--- src/design/bea3_pkg.sv ---
// ----------------------------------------------------------------------------
// bea3_pkg
// Shared types, constants and the micro-rotation angle table for the
// bearing/elevation pipeline.
// ----------------------------------------------------------------------------
`default_nettype none

package bea3_pkg;

  localparam int unsigned COORD_WIDTH_DEF = 32;
  localparam int unsigned ANGLE_ITER_DEF  = 24;

  // Datapath and angle accumulator widths (angles in 1e-9 degree units).
  localparam int unsigned DATA_W     = 64;
  localparam int unsigned ANG_W      = 40;
  localparam int unsigned NORM_TOP   = 55;
  localparam int unsigned NORM_STEPS = 6;
  localparam int unsigned CONE_STEP  = 3;

  localparam int unsigned AZ_W = 9;
  localparam int unsigned EL_W = 8;

  localparam logic signed [ANG_W-1:0] ANG_90  = 40'sd90000000000;
  localparam logic signed [ANG_W-1:0] ANG_360 = 40'sd360000000000;

  // CORDIC gain fraction, Q30.
  localparam logic signed [30:0] GAIN_FRAC = 31'sd694453539;
  localparam int unsigned GAIN_SHIFT = 30;

  // Degree extraction: floor(a / 1e9) = floor((a >> 9) * RECIP >> 51).
  localparam int unsigned DIV_SHIFT   = 9;
  localparam int unsigned QN_W        = ANG_W - 1 - DIV_SHIFT;
  localparam int unsigned RECIP_W     = 31;
  localparam int unsigned RECIP_SHIFT = 51;
  localparam logic [RECIP_W-1:0] DEG_RECIP =
    RECIP_W'((64'd1 << RECIP_SHIFT) / 64'd1953125 + 64'd1);
  localparam int unsigned PROD_W = QN_W + RECIP_W;
  localparam int unsigned DEG_W  = PROD_W - RECIP_SHIFT;

  localparam logic signed [63:0] RAD_IN_UNITS = 64'sd57295779513;

  localparam logic signed [63:0] ATAN_SMALL [16] = '{
    64'sd45000000000, 64'sd26565051177, 64'sd14036243468, 64'sd7125016349,
    64'sd3576334375,  64'sd1789910608,  64'sd895173710,   64'sd447614171,
    64'sd223810500,   64'sd111905677,   64'sd55952892,    64'sd27976453,
    64'sd13988227,    64'sd6994114,     64'sd3497057,     64'sd1748528
  };

  typedef struct packed {
    logic zxy;
    logic dxz;
    logic dyz;
    logic dxp;
    logic dyp;
    logic diag;
    logic dzz;
    logic dzp;
    logic cone;
  } flags_t;

  typedef struct packed {
    logic signed [DATA_W-1:0] x;
    logic signed [DATA_W-1:0] y;
    logic signed [ANG_W-1:0]  z;
  } vec_t;

  typedef struct packed {
    flags_t                   f;
    logic signed [DATA_W-1:0] dzk;
  } az_aux_t;

  typedef struct packed {
    flags_t                  f;
    logic signed [ANG_W-1:0] za;
  } el_aux_t;

  typedef struct packed {
    logic signed [DATA_W-1:0] x;
    logic signed [DATA_W-1:0] y;
    logic signed [DATA_W-1:0] z;
    logic [DATA_W-1:0]        m;
    flags_t                   f;
  } norm_t;

  function automatic logic signed [ANG_W-1:0] step_angle(input int unsigned i);
    logic signed [63:0] v;
    if (i < 16) begin
      v = ATAN_SMALL[i[3:0]];
    end else if (i > 62) begin
      v = '0;
    end else begin
      v = (RAD_IN_UNITS + (64'sd1 <<< (i - 1))) >>> i;
    end
    return v[ANG_W-1:0];
  endfunction

endpackage

`default_nettype wire

--- src/design/bea3_cordic_stage.sv ---
// ----------------------------------------------------------------------------
// bea3_cordic_stage
// One registered CORDIC vectoring micro-rotation with side payload.
// ----------------------------------------------------------------------------
`default_nettype none

module bea3_cordic_stage
  import bea3_pkg::*;
#(
  parameter int unsigned STAGE = 0,
  parameter int unsigned AUX_W = 1
) (
  input  wire logic             clk_i,
  input  wire logic             rst_ni,
  input  wire logic             en_i,
  input  wire logic             vld_i,
  input  wire vec_t             vec_i,
  input  wire logic [AUX_W-1:0] aux_i,
  output logic                  vld_o,
  output vec_t                  vec_o,
  output logic [AUX_W-1:0]      aux_o
);

  localparam logic signed [ANG_W-1:0] STEP = step_angle(STAGE);

  logic signed [DATA_W-1:0] xs, ys;
  vec_t vec_d;

  always_comb begin
    xs = vec_i.x >>> STAGE;
    ys = vec_i.y >>> STAGE;
    // turn toward the x axis
    if (vec_i.y < 0) begin
      vec_d.x = vec_i.x - ys;
      vec_d.y = vec_i.y + xs;
      vec_d.z = vec_i.z - STEP;
    end else begin
      vec_d.x = vec_i.x + ys;
      vec_d.y = vec_i.y - xs;
      vec_d.z = vec_i.z + STEP;
    end
  end

  always_ff @(posedge clk_i or negedge rst_ni) begin
    if (!rst_ni) begin
      vld_o <= 1'b0;
    end else if (en_i) begin
      vld_o <= vld_i;
    end
  end

  always_ff @(posedge clk_i) begin
    if (en_i) begin
      vec_o <= vec_d;
      aux_o <= aux_i;
    end
  end

endmodule

`default_nettype wire

--- config.mk ---
export PLATFORM = sky130hd
export DESIGN_NAME = bea3_cordic_stage
export DESIGN_NICKNAME = d
export VERILOG_FILES = /design/src/design/bea3_pkg.sv /design/src/design/bea3_cordic_stage.sv
export SDC_FILE = /design/constraint.sdc
export NUM_CORES = 1
export LEC_CHECK = 0
export ABC_AREA = 1
export BUFFER_PORTS_ARGS = -buffer_cell sky130_fd_sc_hd__buf_4
export CAP_MARGIN = 20
export CORE_ASPECT_RATIO = 0.5
export CORE_UTILIZATION = 55
export DETAILED_ROUTE_END_ITERATION = 10
export GPL_TIMING_DRIVEN = 0
export PLACE_DENSITY = 0.77
export SKIP_CTS_REPAIR_TIMING = 1
export SYNTH_ARGS = -nofsm -noshare
export SYNTH_HDL_FRONTEND = slang
export SYNTH_SLANG_ARGS = --single-unit
--- constraint.sdc ---
create_clock -name clk_i -period 0.8 [get_ports clk_i]
set_input_delay 0.04 -clock clk_i [delete_from_list [all_inputs] [get_ports clk_i]]
set_output_delay 0.04 -clock clk_i [all_outputs]
set_load 0.02 [all_outputs]
==> results of run 1 <==
## through the flow
stage	utilization, %	TNS (ns)	std cells	setup WS (ns)	hold slack, ns
floorplan	-	-117.88	4173	-1.21	-0.256
global placement	71.0	-421.64	5103	-1.97	-0.185
detailed placement	71.2	-304.69	5106	-1.99	-0.185
CTS	72.5	-208.42	5138	-1.51	-0.686
## synthesized netlist by cell type, types with 22 or more instances
master / number
inv_1: 797
o21ai_1: 38
ha_1: 235
o21ai_0: 135
nor2_2: 57
buf_4: 33
edfxtp_1: 168
o21bai_1: 38
nand4_1: 47
nand2_1: 1496
o22ai_1: 22
inv_2: 58
buf_2: 31
a21oi_1: 235
xor2_1: 60
nor2_1: 255
nand3_1: 322
## per-layer routing
layer / track usage (%) / overflow
met3: 79.3 / 48
met2: 107 / 759
met1: 87.6 / 65
met5: 58.5 / 18
met4: 98.8 / 327
## cell families after synthesis
family	Yosys count	share of synthesized area, %
adders and majority gates	239	12.3
and+or+nand+nor	2253	38.4
muxes	1	0.0459
AOI/OAI and AO/OA	495	10.9
xor gates and xnor gates	69	2.46
DFF	169	20.7
buffers and inverters	947	15.2
==> flow_metrics.env, run 1 <==
export IMPL_synth_yosys_warnings=0
export IMPL_worst_endpoint="vec_o[37]$_DFFE_PP_/D"
export IMPL_yosys_register_bits=169
export IMPL_cts_made_buffers=17
export IMPL_fp_dieW_um=301
export IMPL_syn_nets=4585
export IMPL_haltStage="global routing (5_1_grt)"
export IMPL_syn_area_sq_mm=0.0245
export IMPL_gp_congestion=1.12
export IMPL_synth_ff_type="edfxtp_1"
export IMPL_io_pins=343
export IMPL_avgSynthCellArea_sq_um=5.88
export IMPL_synth_top_cells_by_area="nand2_1 (23%), edfxtp_1 (21%), inv_1 (12%)"
export IMPL_grt_overflow=1217
export IMPL_yosysTopAreaCell="nand2_1"
export IMPL_start_util_pct=56.0
export IMPL_track_usage_pct=91.5
export IMPL_htreeDepth=4
export IMPL_cts_sinks=169
export IMPL_tool_error="[ERROR GRT-0232] Routing congestion too high. Check the congestion heatmap in the GUI."
export IMPL_placed_area_sq_mm=0.0312
export IMPL_synth_edff_count=168
export IMPL_async_flop_share_pct=0.592
export IMPL_fp_dieH_um=151
export IMPL_status="stopped before the end"
export IMPL_dp_hpwl_um=88900
export IMPL_yosysUniqueCellTypes=46
export IMPL_grt_max_degree=95
export IMPL_cts_root_buf="clkbuf_16"
export IMPL_ys_seq_area_share_pct=20.7
export IMPL_portBuffers=342
export IMPL_rows=54
export IMPL_synth_cells=4173
export IMPL_cts_buffer_depth=2
export IMPL_worstEpCategory="sequential cell input"
export IMPL_synth_top_area_share_pct=22.9
==> inputs of run 2 (changes only) <==
--- a/config.mk
+++ b/config.mk
@@ -8,11 +8,10 @@
 export ABC_AREA = 1
 export BUFFER_PORTS_ARGS = -buffer_cell sky130_fd_sc_hd__buf_4
 export CAP_MARGIN = 20
-export CORE_ASPECT_RATIO = 0.5
-export CORE_UTILIZATION = 55
+export CORE_UTILIZATION = 40
 export DETAILED_ROUTE_END_ITERATION = 10
 export GPL_TIMING_DRIVEN = 0
-export PLACE_DENSITY = 0.77
+export PLACE_DENSITY_LB_ADDON = 0.15
 export SKIP_CTS_REPAIR_TIMING = 1
 export SYNTH_ARGS = -nofsm -noshare
 export SYNTH_HDL_FRONTEND = slang
==> flow_metrics.env, run 2 <==
export IMPL_async_flop_share_pct=0.592
export IMPL_cts_tree="built"
export IMPL_fp_dieH_um=250
export IMPL_cts_sinks=169
export IMPL_setup_slack_ns=-1.05
export IMPL_setup_viol=339
export IMPL_htreeDepth=4
export IMPL_area_growth_pct=50.2
export IMPL_io_pins=343
export IMPL_antenna_cells=0
export IMPL_fp_dieW_um=250
export IMPL_mostFrequentLayoutCell="nand2_1"
export IMPL_fmax_mhz=540
export IMPL_yosys_area_share_xor_xnor_pct=2.46
export IMPL_syn_area_sq_mm=0.0245
export IMPL_antenna_found_initial=1
export IMPL_synth_yosys_warnings=0
export IMPL_fin_nets=5095
export IMPL_antenna_left=0
export IMPL_power_density_mw_per_mm2=1350
export IMPL_wirelength_um=116000
export IMPL_hp_start="vec_i[39]"
export IMPL_dp_hpwl_um=94500
export IMPL_endpoint_kind="register"
export IMPL_largest_register_ffs=167
export IMPL_required_ns=0.98
export IMPL_leakage_uw=0.0182
export IMPL_portBuffers=342
export IMPL_drive_gt1_share_pct=38.5
export IMPL_synth_edff_count=168
export IMPL_mostFrequentLayoutCells="nand2_1 (1078), inv_1 (658), buf_4 (432)"
export IMPL_p_sw_uw=23300
export IMPL_rows=90
export IMPL_top_regs="vec_o: 167 flops, aux_o: 1 flops, vld_o: 1 flops"
export IMPL_final_hold_viol_count=23
export IMPL_synth_top_cells_by_area="nand2_1 (23%), edfxtp_1 (21%), inv_1 (12%)"
export IMPL_switching_share_pct=46.9
export IMPL_power_frac_comb_pct=58.5
export IMPL_grt_first_pass_wirelength_um=161000
export IMPL_synth_commonest_cells="nand2_1 (1496), inv_1 (797), nand3_1 (322)"
export IMPL_cts_root_buf="clkbuf_16"
export IMPL_drv_slew=0
export IMPL_syn_nets=4585
export IMPL_clock_latency_ns=0.51
export IMPL_rsz0062_at_grt="yes"
export IMPL_whs_path_depth=5
export IMPL_synth_top_family_by_area="simple AND/OR/NAND/NOR gates"
export IMPL_avgSynthCellArea_sq_um=5.88
export IMPL_hold_path_class="primary input to register"
export IMPL_worst_endpoint_arrival_ns=2.03
export IMPL_gp_congestion=1.05
export IMPL_reg2reg_from="vld_o"
export IMPL_finClkSkew_ns=0
export IMPL_synthSimpleGateAreaFrac_pct=38.4
export IMPL_ys_seq_area_share_pct=20.7
export IMPL_yosysMostFrequentCell="nand2_1"
export IMPL_synth_compound_area_share_pct=10.9
export IMPL_pwr_share_seq_pct=23.7
export IMPL_holdWs_ns=-0.0601
export IMPL_status="complete, but fails checks"
export IMPL_clockPowerShare_pct=17.8
export IMPL_synth_cells=4173
export IMPL_wl_per_cell_um=21.2
export IMPL_start_util_pct=40.5
export IMPL_yosys_register_bits=169
export IMPL_synth_area_mux_share_pct=0.0459
export IMPL_fin_crit_ns=1.85
export IMPL_drt_pass1_iter_count=6
export IMPL_top_register="vec_o"
export IMPL_start_kind="primary input"
export IMPL_synth_fa_ha_area_share_pct=12.3
export IMPL_path_max_fanout=10
export IMPL_dp_cells=5298
export IMPL_violations="negative hold slack, negative setup slack"
export IMPL_yosysTopAreaCell="nand2_1"
export IMPL_track_usage_pct=34.9
export IMPL_worst_pin_slew_ns=1.26
export IMPL_maxCapViolCount=0
export IMPL_via_per_inst=5.36
export IMPL_slew_headroom_pct=15.7
export IMPL_first_global_vias=26100
export IMPL_vias=29300
export IMPL_clkTransAtPathRegs_ns=0.07
export IMPL_drtIter0Drc=2926
export IMPL_p_int_uw=26400
export IMPL_design_die_area_sq_mm=0.0623
export IMPL_crit_type="primary input to register"
export IMPL_grt_overflow=0
export IMPL_yosysUniqueCellTypes=46
export IMPL_placed_area_sq_mm=0.0314
export IMPL_core_area_sq_mm=0.0605
export IMPL_drc=0
export IMPL_power_uw=49700
export IMPL_period_share_pct=232
export IMPL_cts_made_buffers=17
export IMPL_tns_ns=-166.36
export IMPL_design_area_sq_mm=0.0368
export IMPL_worstReg2RegEnd="vld_o"
export IMPL_whs_endpoint="vec_o[39]"
export IMPL_synth_ff_type="edfxtp_1"
export IMPL_grt_max_degree=116
export IMPL_reg2reg_slack_ns=0.06
export IMPL_cts_buffer_depth=2
export IMPL_synth_top_area_share_pct=22.9
export IMPL_r2r_cells=1
export IMPL_final_cells=5478
export IMPL_irDropWorstVdd_v=0.00133
run 2: cell counts after synthesis:
Identical to the previous run, type by type.
run 2: cells by family (layout without fill, tap and decap cells):
| logic type | after synthesis | count (layout) |
|---|---|---|
| AOI/OAI and AO/OA | 495 | 495 |
| xor gates and xnor gates | 69 | 69 |
| adders and majority gates | 239 | 239 |
| buffers and inverters | 947 | 1470 |
| DFF | 169 | 169 |
| muxes | 1 | 1 |
| and+or+nand+nor | 2253 | 2253 |
run 2: area by class of cell:
class | instances | area [sq um]
plain buffers | 87 | 1170
clock buffers | 17 | 425
clock inverters | 15 | 165
fillers | 5711 | 23600
inverters | 858 | 3490
multi-input cells | 3057 | 21400
flip-flops and latches | 169 | 5070
well taps | 782 | 978
repair buffers | 493 | 4170
run 2: worst max path at each step:
stage | from | to | slack [ns] | cells after the start
CTS | vec_i[103] | vec_o[39] | -1.40 | 14
floorplan | vec_i[103] | vec_o[39] | -1.21 | 13
global placement | vec_i[103] | vec_o[36] | -1.92 | 14
detailed placement | vec_i[103] | vec_o[39] | -1.93 | 14
finish | vec_i[103] | vec_o[107] | -1.05 | 5
global route | vec_i[103] | vec_o[39] | -1.04 | 15
run 2: routing by layer:
metal  GRT usage (%)  up-vias  routed length (um)
met4            11.4        2                4580
met1            48.0    13600               49500
li1                -    14000                   -
met3            5.62      227               10600
met2            55.2     1473               51500
met5               0        -                  13
run 2: power groups by stage:
stage               clock (uW)  sequential (uW)  combinational (uW)
finish                    8830            11800               29100
global route              9210            11900               30500
CTS                       8920            11800               23800
detailed placement           0            12000               23800
global placement             0            12000               23700
floorplan                    0            13600               13400
run 2: stage by stage:
stage	setup WS [ns]	util, %	hold WS (ns)
after floorplan	-1.21	-	-0.256
after global placement	-1.92	51.8	-0.185
after detailed placement	-1.93	51.9	-0.183
after CTS	-1.40	52.8	-0.724
after global routing	-1.04	60.9	-0.0374
final	-1.05	60.9	-0.0601
run 2: worst max-delay path, cell delays in order:
cell	delay, ns
buf_16	0.11
clkbuf_16	0.17
clkbuf_1	0.43
clkbuf_1	0.98
o22ai_1	0.28
Note: power is estimated with default switching activity, not from simulation.
